$ cat src/rtl/assert_macros.svh
// ----------------------------------------------------------------------------
// assert_macros.svh
// Shared concurrent assertion wrappers, clocked on clock and disabled in reset.
// ----------------------------------------------------------------------------
`ifndef ASSERT_MACROS_SVH
`define ASSERT_MACROS_SVH

// Property must hold at every rising edge outside reset.
`define ASSERT_CLK(label, prop, msg) \
   label: assert property (@(posedge clock) disable iff (reset) (prop)) else $error(msg);

// Condition must never be seen at a rising edge outside reset.
`define ASSERT_NEVER(label, cond, msg) \
   label: assert property (@(posedge clock) disable iff (reset) !(cond)) else $error(msg);

`endif

$ cat src/rtl/trtt_pkg.sv
// ----------------------------------------------------------------------------
// trtt_pkg
// Types and constants of the TCP time-wait / retransmission timer table.
// ----------------------------------------------------------------------------
package trtt_pkg;

   // field widths
   localparam int SI_W     = 20;   // scan interval
   localparam int RI_W     = 20;   // initial retransmission timeout
   localparam int TW_W     = 24;   // time-wait timeout
   localparam int MR_W     = 3;    // max retries
   localparam int CNT_W    = 3;    // retry count
   localparam int RT_REM_W = RI_W + (1 << CNT_W) - 1;  // initial << up to 7
   localparam int WIN_W    = 16;
   localparam int CONN_W   = 4;
   localparam int MODE_W   = 3;
   localparam int ACT_W    = 3;
   localparam int CSR_AW   = 4;
   localparam int CSR_DW   = 32;

   // register reset values
   localparam logic [SI_W-1:0] SI_RESET = SI_W'(10000);
   localparam logic [RI_W-1:0] RI_RESET = RI_W'(200000);
   localparam logic [TW_W-1:0] TW_RESET = TW_W'(1000000);
   localparam logic [MR_W-1:0] MR_RESET = MR_W'(3);

   // register indexes (byte address / 4)
   typedef enum logic [1:0] {
      REG_SCAN_INTERVAL    = 2'd0,
      REG_RETRANS_INITIAL  = 2'd1,
      REG_TIMEWAIT_TIMEOUT = 2'd2,
      REG_MAX_RETRIES      = 2'd3
   } reg_type;

   // request kinds
   typedef enum logic [MODE_W-1:0] {
      MODE_SCAN     = 3'd0,
      MODE_TW_START = 3'd1,
      MODE_RT_START = 3'd2,
      MODE_RT_STOP  = 3'd3,
      MODE_ACK      = 3'd4
   } mode_type;

   // result kinds
   typedef enum logic [ACT_W-1:0] {
      ACT_SCAN_DONE = 3'd0,
      ACT_TW_CLOSE  = 3'd1,
      ACT_RETX      = 3'd2,
      ACT_RESET     = 3'd3,
      ACT_DROP      = 3'd4
   } action_type;

   typedef enum logic [2:0] {
      ST_IDLE,
      ST_EV_RD,
      ST_EV_WR,
      ST_SC_RD,
      ST_SC_TW,
      ST_SC_RT,
      ST_SC_DONE
   } state_type;

   // one table row per connection
   typedef struct packed {
      logic                tw_active;
      logic [TW_W-1:0]     tw_rem;
      logic [CNT_W-1:0]    rt_count;   // 0 = retransmission timer off
      logic [RT_REM_W-1:0] rt_rem;
      logic                unacked;
      logic [WIN_W-1:0]    window;
   } entry_type;

   localparam entry_type ENTRY_RESET = '{
      tw_active: 1'b0,
      tw_rem:    '0,
      rt_count:  '0,
      rt_rem:    '0,
      unacked:   1'b0,
      window:    WIN_W'(1)
   };

endpackage

$ cat src/rtl/tcp_retrans_timewait_timer_table.sv
// ----------------------------------------------------------------------------
// tcp_retrans_timewait_timer_table
// Per-connection time-wait and retransmission timers held in one table RAM.
// ----------------------------------------------------------------------------
// Usage:
//  req channel: one beat per event. tuser carries the kind (scan tick, start
//  time-wait, start/stop retransmission, ack update), tdata the connection,
//  ack flags and congestion window.
//  rsp channel: only a scan tick produces beats: one per expired timer in
//  connection order (time-wait before retransmission), then a scan-done beat
//  with tlast high.
//  Events on a connection step through read, modify/write, back to idle.
//  A scan tick steps through read, time-wait and retransmission/write-back
//  for each connection, then the scan-done beat; the single table RAM port
//  is visited once per row. Events on connections at or above
//  CONNECTIONS and unknown kinds are taken and dropped.
//  When rsp stalls, the scan holds at the expiring timer; the output register
//  lets a new request be accepted while the last beat still waits.
//  Reset loads register defaults and marks all rows invalid; an invalid row
//  reads as its reset value, so no clearing pass is needed.
//  csr: APB-style, registers at byte addresses 0, 4, 8, 12; write only while
//  the block is idle.
// ----------------------------------------------------------------------------
`include "assert_macros.svh"

module tcp_retrans_timewait_timer_table #(
   parameter int CONNECTIONS = 16
) (
   input  logic        clock,
   input  logic        reset,

   input  logic        req_tvalid,
   output logic        req_tready,
   input  logic [23:0] req_tdata,   // conn[3:0], acked_some[4], buffer_empty[5],
                                    // cwnd_now[21:6], zero pad[23:22]
   input  logic [2:0]  req_tuser,   // mode[2:0]

   output logic        rsp_tvalid,
   input  logic        rsp_tready,
   output logic [39:0] rsp_tdata,   // out_conn[3:0], new_cwnd[19:4],
                                    // new_ssthresh[35:20], zero pad[39:36]
   output logic [2:0]  rsp_tuser,   // action[2:0]
   output logic        rsp_tlast,   // last

   input  logic                        csr_psel,
   input  logic                        csr_penable,
   input  logic                        csr_pwrite,
   input  logic [trtt_pkg::CSR_AW-1:0] csr_paddr,
   input  logic [trtt_pkg::CSR_DW-1:0] csr_pwdata,
   output logic [trtt_pkg::CSR_DW-1:0] csr_prdata,
   output logic                        csr_pready
);

   localparam int IDX_W = (CONNECTIONS > 1) ? $clog2(CONNECTIONS) : 1;
   localparam logic [IDX_W-1:0] IDX_LAST = IDX_W'(CONNECTIONS - 1);

   // configuration registers
   logic [trtt_pkg::SI_W-1:0] si_ff;
   logic [trtt_pkg::RI_W-1:0] ri_ff;
   logic [trtt_pkg::TW_W-1:0] tw_ff;
   logic [trtt_pkg::MR_W-1:0] mr_ff;
   logic                      csr_wr;

   // control
   trtt_pkg::state_type state_ff, state_in;
   logic [IDX_W-1:0]    idx_ff, idx_in;
   logic                req_accept;
   logic                req_conn_ok;
   logic                req_mode_ok;

   // captured request
   logic [trtt_pkg::MODE_W-1:0] mode_ff;
   logic [IDX_W-1:0]            conn_ff;
   logic                        acked_ff;
   logic                        empty_ff;
   logic [trtt_pkg::WIN_W-1:0]  cwnd_ff;

   // table RAM and row valid bits
   trtt_pkg::entry_type tbl_mem [CONNECTIONS];
   trtt_pkg::entry_type rd_data_ff;
   logic                rd_vld_ff;
   logic [CONNECTIONS-1:0] vld_ff;
   logic                mem_rd_en;
   logic                mem_wr_en;
   logic [IDX_W-1:0]    mem_addr;
   trtt_pkg::entry_type mem_wr_data;

   // working row and timer decisions
   trtt_pkg::entry_type cur_entry;
   trtt_pkg::entry_type entry_ff, entry_in;
   logic                tw_expire;
   logic                rt_expire;
   logic                out_free;

   // result register
   logic                          push;
   logic                          rsp_valid_ff;
   logic [trtt_pkg::CONN_W-1:0]   res_conn, rsp_conn_ff;
   logic [trtt_pkg::ACT_W-1:0]    res_act, rsp_act_ff;
   logic [trtt_pkg::WIN_W-1:0]    res_cwnd, rsp_cwnd_ff;
   logic [trtt_pkg::WIN_W-1:0]    res_ss, rsp_ss_ff;
   logic                          res_last, rsp_last_ff;

   // expiry helpers
   logic [trtt_pkg::WIN_W-1:0]    half_win;
   logic [trtt_pkg::CNT_W:0]      cnt_next;

   // -------------------------------------------------------------------------
   // Configuration port
   assign csr_pready = 1'b1;
   assign csr_wr     = csr_psel && csr_penable && csr_pwrite;

   always_ff @(posedge clock) begin
      if (reset) begin
         si_ff <= trtt_pkg::SI_RESET;
         ri_ff <= trtt_pkg::RI_RESET;
         tw_ff <= trtt_pkg::TW_RESET;
         mr_ff <= trtt_pkg::MR_RESET;
      end else if (csr_wr) begin
         unique case (trtt_pkg::reg_type'(csr_paddr[3:2]))
            trtt_pkg::REG_SCAN_INTERVAL:    si_ff <= csr_pwdata[trtt_pkg::SI_W-1:0];
            trtt_pkg::REG_RETRANS_INITIAL:  ri_ff <= csr_pwdata[trtt_pkg::RI_W-1:0];
            trtt_pkg::REG_TIMEWAIT_TIMEOUT: tw_ff <= csr_pwdata[trtt_pkg::TW_W-1:0];
            trtt_pkg::REG_MAX_RETRIES:      mr_ff <= csr_pwdata[trtt_pkg::MR_W-1:0];
         endcase
      end
   end

   always_comb begin
      unique case (trtt_pkg::reg_type'(csr_paddr[3:2]))
         trtt_pkg::REG_SCAN_INTERVAL:    csr_prdata = trtt_pkg::CSR_DW'(si_ff);
         trtt_pkg::REG_RETRANS_INITIAL:  csr_prdata = trtt_pkg::CSR_DW'(ri_ff);
         trtt_pkg::REG_TIMEWAIT_TIMEOUT: csr_prdata = trtt_pkg::CSR_DW'(tw_ff);
         trtt_pkg::REG_MAX_RETRIES:      csr_prdata = trtt_pkg::CSR_DW'(mr_ff);
      endcase
   end

   // -------------------------------------------------------------------------
   // Request capture
   assign req_tready  = (state_ff == trtt_pkg::ST_IDLE);
   assign req_accept  = req_tvalid && req_tready;
   assign req_conn_ok = int'(req_tdata[trtt_pkg::CONN_W-1:0]) < CONNECTIONS;
   assign req_mode_ok = (req_tuser == trtt_pkg::MODE_TW_START) ||
                        (req_tuser == trtt_pkg::MODE_RT_START) ||
                        (req_tuser == trtt_pkg::MODE_RT_STOP)  ||
                        (req_tuser == trtt_pkg::MODE_ACK);

   always_ff @(posedge clock) begin
      if (req_accept) begin
         mode_ff  <= req_tuser;
         conn_ff  <= IDX_W'(req_tdata[trtt_pkg::CONN_W-1:0]);
         acked_ff <= req_tdata[4];
         empty_ff <= req_tdata[5];
         cwnd_ff  <= req_tdata[21:6];
      end
   end

   // -------------------------------------------------------------------------
   // Table RAM: one port, read data registered
   always_ff @(posedge clock) begin
      if (mem_wr_en) begin
         tbl_mem[mem_addr] <= mem_wr_data;
      end
      if (mem_rd_en) begin
         rd_data_ff <= tbl_mem[mem_addr];
      end
   end

   always_ff @(posedge clock) begin
      if (reset) begin
         vld_ff    <= '0;
         rd_vld_ff <= 1'b0;
      end else begin
         if (mem_wr_en) begin
            vld_ff[mem_addr] <= 1'b1;
         end
         if (mem_rd_en) begin
            rd_vld_ff <= vld_ff[mem_addr];
         end
      end
   end

   // never-written rows read as their reset value
   assign cur_entry = rd_vld_ff ? rd_data_ff : trtt_pkg::ENTRY_RESET;

   // -------------------------------------------------------------------------
   // Timer decisions
   assign out_free  = !rsp_valid_ff || rsp_tready;
   assign tw_expire = cur_entry.tw_active &&
                      (cur_entry.tw_rem <= trtt_pkg::TW_W'(si_ff));
   assign rt_expire = (entry_ff.rt_count != '0) &&
                      (entry_ff.rt_rem <= trtt_pkg::RT_REM_W'(si_ff));
   assign half_win  = entry_ff.window >> 1;
   assign cnt_next  = {1'b0, entry_ff.rt_count} + (trtt_pkg::CNT_W+1)'(1);

   // -------------------------------------------------------------------------
   // Next state
   always_comb begin
      state_in = state_ff;
      unique case (state_ff)
         trtt_pkg::ST_IDLE: begin
            if (req_accept) begin
               if (req_tuser == trtt_pkg::MODE_SCAN) begin
                  state_in = trtt_pkg::ST_SC_RD;
               end else if (req_mode_ok && req_conn_ok) begin
                  state_in = trtt_pkg::ST_EV_RD;
               end
            end
         end
         trtt_pkg::ST_EV_RD: state_in = trtt_pkg::ST_EV_WR;
         trtt_pkg::ST_EV_WR: state_in = trtt_pkg::ST_IDLE;
         trtt_pkg::ST_SC_RD: state_in = trtt_pkg::ST_SC_TW;
         trtt_pkg::ST_SC_TW: begin
            if (!tw_expire || out_free) begin
               state_in = trtt_pkg::ST_SC_RT;
            end
         end
         trtt_pkg::ST_SC_RT: begin
            if (!rt_expire || out_free) begin
               state_in = (idx_ff == IDX_LAST) ? trtt_pkg::ST_SC_DONE
                                               : trtt_pkg::ST_SC_RD;
            end
         end
         trtt_pkg::ST_SC_DONE: begin
            if (out_free) begin
               state_in = trtt_pkg::ST_IDLE;
            end
         end
         default: state_in = trtt_pkg::ST_IDLE;
      endcase
   end

   // -------------------------------------------------------------------------
   // Outputs: RAM access, row update, result beat
   always_comb begin
      mem_rd_en   = 1'b0;
      mem_wr_en   = 1'b0;
      mem_addr    = idx_ff;
      mem_wr_data = cur_entry;
      entry_in    = entry_ff;
      idx_in      = idx_ff;
      push        = 1'b0;
      res_conn    = trtt_pkg::CONN_W'(idx_ff);
      res_act     = trtt_pkg::ACT_SCAN_DONE;
      res_cwnd    = '0;
      res_ss      = '0;
      res_last    = 1'b0;

      unique case (state_ff)
         trtt_pkg::ST_IDLE: begin
            if (req_accept) begin
               idx_in = '0;
            end
         end

         trtt_pkg::ST_EV_RD: begin
            mem_rd_en = 1'b1;
            mem_addr  = conn_ff;
         end

         // apply the event to the row and write it back
         trtt_pkg::ST_EV_WR: begin
            mem_wr_en = 1'b1;
            mem_addr  = conn_ff;
            unique case (mode_ff)
               trtt_pkg::MODE_TW_START: begin
                  mem_wr_data.tw_active = 1'b1;
                  mem_wr_data.tw_rem    = tw_ff;
               end
               trtt_pkg::MODE_RT_START: begin
                  if (cur_entry.rt_count == '0) begin
                     mem_wr_data.rt_count = trtt_pkg::CNT_W'(1);
                     mem_wr_data.rt_rem   = trtt_pkg::RT_REM_W'(ri_ff);
                  end
                  mem_wr_data.unacked = 1'b1;
               end
               trtt_pkg::MODE_RT_STOP: begin
                  mem_wr_data.rt_count = '0;
               end
               trtt_pkg::MODE_ACK: begin
                  mem_wr_data.window  = cwnd_ff;
                  mem_wr_data.unacked = !empty_ff;
                  if (cur_entry.rt_count != '0) begin
                     if (empty_ff) begin
                        mem_wr_data.rt_count = '0;
                     end else if (acked_ff) begin
                        mem_wr_data.rt_count = trtt_pkg::CNT_W'(1);
                     end
                  end
               end
               default: mem_wr_data = cur_entry;
            endcase
         end

         trtt_pkg::ST_SC_RD: begin
            mem_rd_en = 1'b1;
         end

         // time-wait timer of the row
         trtt_pkg::ST_SC_TW: begin
            entry_in = cur_entry;
            if (tw_expire) begin
               entry_in.tw_active = 1'b0;
               entry_in.tw_rem    = '0;
               push               = out_free;
               res_act            = trtt_pkg::ACT_TW_CLOSE;
               res_cwnd           = cur_entry.window;
            end else if (cur_entry.tw_active) begin
               entry_in.tw_rem = cur_entry.tw_rem - trtt_pkg::TW_W'(si_ff);
            end
         end

         // retransmission timer of the row, then write back
         trtt_pkg::ST_SC_RT: begin
            mem_wr_data = entry_ff;
            if (rt_expire) begin
               mem_wr_data.window = trtt_pkg::WIN_W'(1);
               mem_wr_data.rt_rem = trtt_pkg::RT_REM_W'(ri_ff) << entry_ff.rt_count;
               res_cwnd           = trtt_pkg::WIN_W'(1);
               res_ss             = (half_win == '0) ? trtt_pkg::WIN_W'(1) : half_win;
               push               = out_free;
               if (!entry_ff.unacked) begin
                  mem_wr_data.rt_count = '0;
                  res_act              = trtt_pkg::ACT_DROP;
               end else if (cnt_next > (trtt_pkg::CNT_W+1)'(mr_ff)) begin
                  mem_wr_data.rt_count = '0;
                  res_act              = trtt_pkg::ACT_RESET;
               end else begin
                  mem_wr_data.rt_count = cnt_next[trtt_pkg::CNT_W-1:0];
                  res_act              = trtt_pkg::ACT_RETX;
               end
            end else if (entry_ff.rt_count != '0) begin
               mem_wr_data.rt_rem = entry_ff.rt_rem - trtt_pkg::RT_REM_W'(si_ff);
            end
            if (!rt_expire || out_free) begin
               mem_wr_en = 1'b1;
               idx_in    = idx_ff + IDX_W'(1);
            end
         end

         trtt_pkg::ST_SC_DONE: begin
            push     = out_free;
            res_conn = '0;
            res_act  = trtt_pkg::ACT_SCAN_DONE;
            res_last = 1'b1;
         end

         default: begin
            mem_rd_en = 1'b0;
         end
      endcase
   end

   // -------------------------------------------------------------------------
   // Control and working registers
   always_ff @(posedge clock) begin
      if (reset) begin
         state_ff <= trtt_pkg::ST_IDLE;
         idx_ff   <= '0;
      end else begin
         state_ff <= state_in;
         idx_ff   <= idx_in;
      end
   end

   always_ff @(posedge clock) begin
      entry_ff <= entry_in;
   end

   // -------------------------------------------------------------------------
   // Result output register
   always_ff @(posedge clock) begin
      if (reset) begin
         rsp_valid_ff <= 1'b0;
      end else if (push) begin
         rsp_valid_ff <= 1'b1;
      end else if (rsp_tready) begin
         rsp_valid_ff <= 1'b0;
      end
   end

   always_ff @(posedge clock) begin
      if (push) begin
         rsp_conn_ff <= res_conn;
         rsp_act_ff  <= res_act;
         rsp_cwnd_ff <= res_cwnd;
         rsp_ss_ff   <= res_ss;
         rsp_last_ff <= res_last;
      end
   end

   assign rsp_tvalid = rsp_valid_ff;
   assign rsp_tdata  = {4'b0, rsp_ss_ff, rsp_cwnd_ff, rsp_conn_ff};
   assign rsp_tuser  = rsp_act_ff;
   assign rsp_tlast  = rsp_last_ff;

   // -------------------------------------------------------------------------
   // Assertions
   `ASSERT_CLK(a_push_has_room, push |-> (!rsp_valid_ff || rsp_tready),
      "result beat loaded over one not yet taken")
   `ASSERT_NEVER(a_single_port, mem_rd_en && mem_wr_en,
      "table RAM read and written in the same cycle")
   `ASSERT_CLK(a_read_consumed,
      mem_rd_en |=> (state_ff == trtt_pkg::ST_EV_WR || state_ff == trtt_pkg::ST_SC_TW),
      "table read not followed by its consuming state")
   `ASSERT_CLK(a_done_to_idle,
      (state_ff == trtt_pkg::ST_SC_DONE && push) |=> (state_ff == trtt_pkg::ST_IDLE),
      "scan did not return to idle after its final beat")
   `ASSERT_CLK(a_last_is_done, (push && res_last) |-> (res_act == trtt_pkg::ACT_SCAN_DONE),
      "final scan beat carries a timer action")

endmodule

$ cat config.mk
export PLATFORM = sky130hd
export DESIGN_NAME = tcp_retrans_timewait_timer_table
export DESIGN_NICKNAME = d
export VERILOG_FILES = /design/src/rtl/trtt_pkg.sv /design/src/rtl/tcp_retrans_timewait_timer_table.sv
export VERILOG_INCLUDE_DIRS = /design/src /design/src/rtl
export SDC_FILE = /design/constraint.sdc
export NUM_CORES = 2
export LEC_CHECK = 0
export ABC_AREA = 1
export BUFFER_PORTS_ARGS = -buffer_cell sky130_fd_sc_hd__buf_4
export CORE_ASPECT_RATIO = 0.8
export CORE_UTILIZATION = 45
export CTS_CLUSTER_DIAMETER = 120
export DETAILED_ROUTE_END_ITERATION = 16
export GPL_TIMING_DRIVEN = 1
export PLACE_DENSITY = 0.72
export SLEW_MARGIN = 20
export SYNTH_ARGS = -nofsm -noshare
export SYNTH_HDL_FRONTEND = slang
export SYNTH_SLANG_ARGS = --single-unit
$ cat constraint.sdc
create_clock -name clock -period 9.2 [get_ports clock]
set_clock_uncertainty 0.05 [all_clocks]
set_input_delay 0.46 -clock clock [delete_from_list [all_inputs] [get_ports clock]]
set_output_delay 0.46 -clock clock [all_outputs]
set_load 0.02 [all_outputs]
**Word level (Yosys, flattened, before mapping)**

Memory sizes are Yosys's and may differ from the RTL's. A register that Yosys moved wholly into a read port is not among the register bits.
Cells that the tools add are included.

- Output and inout port bits: 79
- Memories kept: 1
- Input port bits: 70
- Logic and storage cells: 153
- Register bits after elaboration: 229
- RAM bits: 1,152

- Magnitude comparators: 5
- Add/sub/neg operators: 4
- Shift operators: 1
- Muxes and demuxes: 55
- Equal/unequal tests: 23
- Reductions and logical operators: 35
- Bitwise gates (word level): 3

Memories:

| name | depth | width | read ports | clocked after memory_dff | write ports | line | source |
|---|---|---|---|---|---|---|---|
| tbl_mem | 16 | 72 | 1 | 1 | 1 | tcp_retrans_timewait_timer_table.sv:79 | `trtt_pkg::entry_type tbl_mem [CONNECTIONS];` |

Operator list:

| kind | number |
|---|---|
| 72-bit case mux with 2 select lines | 1 |
| 32-bit case mux with 4 select lines | 1 |
| 27-bit 2-to-1 mux | 3 |
| 72-bit 2-to-1 mux | 1 |
| 16-bit 2-to-1 mux | 3 |
| 3-bit 2-to-1 mux | 15 |
| 16-bit case mux with 2 select lines | 1 |
| 30-bit 2-to-1 mux | 1 |
| 27-bit by 20-bit less-or-equal comparator with 1-bit output | 1 |
| 20-bit by 3-bit << shifter with 27-bit output | 1 |
| 27-bit by 20-bit subtractor with 27-bit output | 1 |
| 25-bit 2-to-1 mux | 1 |
| 24-bit by 20-bit less-or-equal comparator with 1-bit output | 1 |
| 24-bit 2-to-1 mux | 1 |
| 24-bit by 20-bit subtractor with 24-bit output | 1 |
| 3-bit by 2-bit equality test with 1-bit output, second input constant | 6 |
| 3-bit case mux with 6 select lines | 1 |
| 16-bit zero test | 1 |
| 16-bit bitwise OR | 1 |
| 3-bit equality test, second input constant | 5 |
| 1-bit 2-to-1 mux | 15 |
| 4-bit 2-to-1 mux | 3 |
| 2-bit AND reduction | 5 |
| 3-bit by 1-bit equality test with 1-bit output, second input constant | 3 |
| 30 further kinds | 53 |

**Depth between registers and ports, before layout**

- Word-level depth: 8
- Mapped depth: 22
- Depth with buffers taken out: 18

**Least setup slack after synthesis**

Ideal clock, no wire load.

- Path type: reg-to-reg
- Start: register state_ff[1]
- End: register rsp_cwnd_ff[10] (netlist bit), data pin
- Setup time: 0.139 ns
- Arrival time: 6.511 ns
- Required time: 9.011 ns
- Path slack: 2.499 ns
- Cell stages (with the launch flop): 6
- Path buffers: 2
- Period minus slack after synthesis: 6.701 ns
- Path through: dfxtp_1 -> buf_4 -> nor3_1 -> nand2_2 -> buf_2 -> nor2_1

- Cells in the longest elaborated chain, start to end: 2
- Elaborated cells on any way between the ends: 3
- Classes of those cells: eq/ne (2); mux (1)

RTL lines:

| what | line | source |
|---|---|---|
| start: declaration | tcp_retrans_timewait_timer_table.sv:65 | `trtt_pkg::state_type state_ff, state_in;` |
| start signal: assignment | tcp_retrans_timewait_timer_table.sv:358 | `state_ff <= trtt_pkg::ST_IDLE;` |
| start signal: assignment | tcp_retrans_timewait_timer_table.sv:361 | `state_ff <= state_in;` |
| 3-bit equality test | tcp_retrans_timewait_timer_table.sv:249 | `unique case (state_ff)` |
| 16-bit case mux with 2 select lines (*) | tcp_retrans_timewait_timer_table.sv:249 |  |
| named net res_cwnd (one bit) | tcp_retrans_timewait_timer_table.sv:100 | `logic [trtt_pkg::WIN_W-1:0] res_cwnd, rsp_cwnd_ff;` |
| end signal: assignment | tcp_retrans_timewait_timer_table.sv:386 | `rsp_cwnd_ff <= res_cwnd;` |
| end: declaration | tcp_retrans_timewait_timer_table.sv:100 |  |

The timed path passes the listed nets; every way through them passes the cells marked *.
A chain may end at the register's enable or synchronous reset.

**Final worst setup path**

- Start: register state_ff[1]
- End: memory tbl_mem[3][23] (netlist bit) (enable)

- Cells in the longest elaborated chain, start to end: 4
- Elaborated cells on any way between the ends: 8
- Classes of those cells: eq/ne (3); mux (4); reduce/logical (1)

RTL lines:

| what | line | source |
|---|---|---|
| 3-bit equality test / 3-bit by 2-bit equality test with 1-bit output (equally long branches) | tcp_retrans_timewait_timer_table.sv:249 |  |
| 1-bit case mux with 2 select lines | tcp_retrans_timewait_timer_table.sv:249 |  |
| 1-bit 2-to-1 mux | tcp_retrans_timewait_timer_table.sv:161 | `if (mem_wr_en) begin` |
| 1-bit 2-to-1 mux (not written as such) | tcp_retrans_timewait_timer_table.sv:162 | `tbl_mem[mem_addr] <= mem_wr_data;` |
| end: declaration | tcp_retrans_timewait_timer_table.sv:79 |  |

Several ways; a longest one is shown, not always the timed one.

==> summary.md <==
| Metric | Value |
|---|---|
| Top-Level Pins | `149` |
| Routing usage on met3 | `0.0508` |
| TritonCTS buffer count | `143` |
| CTS tree | `yes` |
| Placed insts | `6190` |
| Post-route insts no fill | `6502` |
| Drt drc | `0` |
| Synth warnings | `0` |
| Clock buffer depth | `3` |
| Sequential share of the synthesized area | `0.726` |
| R2R depth | `8` |
| Syn Std Cell Area | `58800 um^2` |
| Vias in the first global route | `37179` |
| Maximum VDD drop | `191 uV` |
| Core area | `129000 um^2` |
| Post-synth EDFFs | `1360` |
| Row Count | `118` |
| Initial Util | `0.454` |
| WP data required | `9.52 ns` |
| Pins Over Slew Limit | `0` |
| Maxcap violations | `0` |
| Die W | `406 um` |
| Drt pass-1 iters | `6` |
| Initial drt markers | `6051` |
| DIE AREA | `132000 um^2` |
| CP max-delay cell | `nor2_4` |
| Port buffer count | `122` |
| DP Area | `61600 um^2` |
| Layout cells sized above 1 | `0.103` |
| Rel. slew slack | `0.198` |
| CTS resizes | `0` |
| RSZ-0062 raised after global routing | `false` |
| Final setup violation count | `0` |
| Multi-input gate area | `14000 um^2` |
| Antenna cells | `0` |
| Met1 Use GR | `0.374` |
| Hold path depth | `4` |
| Post-Syn Instances | `4489` |
| CTS sink cnt | `1452` |
| WL final | `170000 um` |
| Grt total ovfl | `0` |
| Met2 Track Usage GR | `0.374` |
| Reg2Reg Launch Point | `state_ff[1]` |
| Final worst path period share | `0.580` |
| Hold_sp | `rsp_tready` |
| Cell repeated most along the worst path | `buf_4` |
| Register area | `42700 um^2` |
| Root Buffer | `clkbuf_16` |
| F_max | `187 MHz` |
| PwrDens | `261 nW/um^2` |
| Busiest grt layer | `met1` |
| Outcome | `completed` |
| Count of different cell masters after synthesis | `57` |
| Initial antenna violation count | `3` |
| Layout area overhead | `13.6%` |
| CP endpoint kind | `flip-flop` |
| GR Util All Layers | `0.251` |
| Via-per-instance ratio | `6.13` |
| Design Area, Final | `66800 um^2` |
| Syn Area/Cell | `13.1 um^2` |
| Global-route wire length before repair | `246000 um` |
| Critical path cell sequence | `nand3_4 > nand2_4 > o21ai_2 > nor2_4 > buf_4 > nand4_1 > inv_4 > buf_4` |
| Leak | `23.4 nW` |
| HP Class | `in -> reg` |
| Post-layout util | `0.516` |
| Async SR Flop Fraction | `0` |
| Setup bufs post-CTS | `0` |
| Final #Nets | `4771` |
| CP startpoint kind | `flip-flop` |
| Largest net degree at the start of global routing | `178` |
| DR vias | `39832` |
| Final HPWL DP | `95300 um` |
| CTS clk-pin slew, worst paths | `0.06 ns` |
| Slew @ Worst Pin | `1.20 ns` |
| Chip height | `325 um` |
| Hold-fix buffers, CTS | `50` |
| Total negative setup slack | `0 ns` |
| H-tree depth | `4` |
| Final ANT Viol Nets | `0` |
| Fill cells | `10559` |
| Final hold vios | `0` |
| CP max FO | `42` |
| Commonest non-fill, non-tap cell in the layout | `edfxtp_1` |
| WP data arrival | `5.66 ns` |
| Gpl congestion | `0.935` |
| Commonest cells after routing, fill and taps aside | `edfxtp_1, nand2_1, a22oi_1` |
| Crit-path max cell delay | `0.91 ns` |
| Drt wl/cell | `26.1 um` |
| R2R Setup Slk | `3.86 ns` |
| Crit path kind | `reg -> reg` |
| Pwr Total | `0.0174 W` |
| #FFs+latches synth | `1452` |
| Clock Latency Late Sink | `0.77 ns` |
| Post-synth top flop | `edfxtp_1` |
| Critical path launch point | `state_ff[1]` |
| Min Tclk post-route | `5.34 ns` |
-- layout make-up --
type | count | area share
well taps | 1740 | 0.0326
inverters | 298 | 0.0174
clock buffers | 182 | 0.0573
flip-flops and latches | 1452 | 0.639
clock inverters | 72 | 0.0114
repair buffers | 262 | 0.0321
multi-input cells | 2496 | 0.210
-- power breakdown --
group | leakage [nW] | internal [W] | total, W | switching [W]
combinational | 7.90 | 0.000985 | 0.00371 | 0.00272
clock | 2.23 | 0.00323 | 0.00575 | 0.00252
sequential | 13.3 | 0.00782 | 0.00796 | 0.000145
-- synthesized netlist by cell type, types with 2 or more instances --
cell type  instances  area (um^2)
a21o_1             5         37.5
a21oi_1          387         1940
a21oi_2            2         17.5
a22oi_1          581         4360
a31oi_1            6         37.5
buf_1             17         63.8
buf_2            102          510
buf_4             19          143
clkbuf_1         116          435
clkinv_1           5         18.8
conb_1             2         7.51
dfxtp_1           92         1840
edfxtp_1        1360        40800
fa_1               2         40.0
ha_1              46          576
inv_1            280         1050
inv_2             13         48.8
mux2i_1            6         60.1
nand2_1          697         2620
nand2_2            4         25.0
nand3_1           75          375
nand3b_1           5         37.5
nand4_1           32          200
nor2_1           178          668
nor2_2             3         18.8
nor2_4             8         90.1
nor3_1            89          445
nor4_1             4         25.0
o2111ai_1          8         70.1
o211ai_1          48          360
o21a_1             2         15.0
o21ai_0          190          951
o21ai_2            5         43.8
o21bai_1          10         75.1
o221ai_1          32          280
o22ai_1            9         56.3
o311ai_0           4         35.0
o31ai_1            6         45.0
or2_1              3         18.8
xnor2_1            9         78.8
xor2_1            11         96.3
-- registers in the layout, summed over array words and instances (netlist names), 3 cells and up --
name / cells
vld_ff: 16
rsp_tuser: 3
idx_ff: 4
tbl_mem: 1152
conn_ff: 4
entry_ff: 72
cwnd_ff: 16
mode_ff: 3
rsp_ss_ff: 15
mr_ff: 3
ri_ff: 20
rd_data_ff: 72
tw_ff: 24
si_ff: 20
state_ff: 3
rsp_cwnd_ff: 16
rsp_conn_ff: 4
-- logic make-up (layout without fill, tap and decap cells) --
group                    after synthesis  after routing  share of synthesized area
buffers and inverters                553            814                     0.0388
XOR/XNOR                              20             20                    0.00298
AO/OA/AOI/OAI                       1301           1301                      0.142
flip-flops                          1452           1452                      0.726
adder cells (fa/ha/maj)               48             48                     0.0105
AND/OR/NAND/NOR                     1107           1107                     0.0785
multiplexers                           6              6                    0.00102
other                                  2             14                   0.000128
-- worst max-delay path, delay by kind of cell (launching register included) --
| family | cells | cell delay, ns |
|---|---|---|
| DFF | 1 | 0.52 |
| buffers and inverters | 3 | 1.95 |
| and+or+nand+nor | 4 | 2.18 |
| AOI/OAI and AO/OA | 1 | 0.13 |
-- final timing paths --
path | end
setup reg to reg | tbl_mem[3][23]
hold reg to reg | vld_ff[9]
setup / recovery | tbl_mem[3][23]
hold / removal | state_ff[0]
-- routing by layer --
| layer | routed length, um | vias to the layer above |
|---|---|---|
| met2 | 75800 | 2725 |
| met1 | 68500 | 19629 |
| met4 | 3970 | 0 |
| met5 | 0 | - |
| li1 | - | 17187 |
| met3 | 21600 | 291 |
-- stage by stage --
stage          setup WS (ns)  hold slack, ns
6_report                3.86           0.146
3_3_place_gp            4.02           0.387
2_1_floorplan           2.50           0.380
5_1_grt                 3.79           0.129
3_5_place_dp            4.03           0.392
4_1_cts                 4.00           0.116
Note: power is estimated with default switching activity, not from simulation.
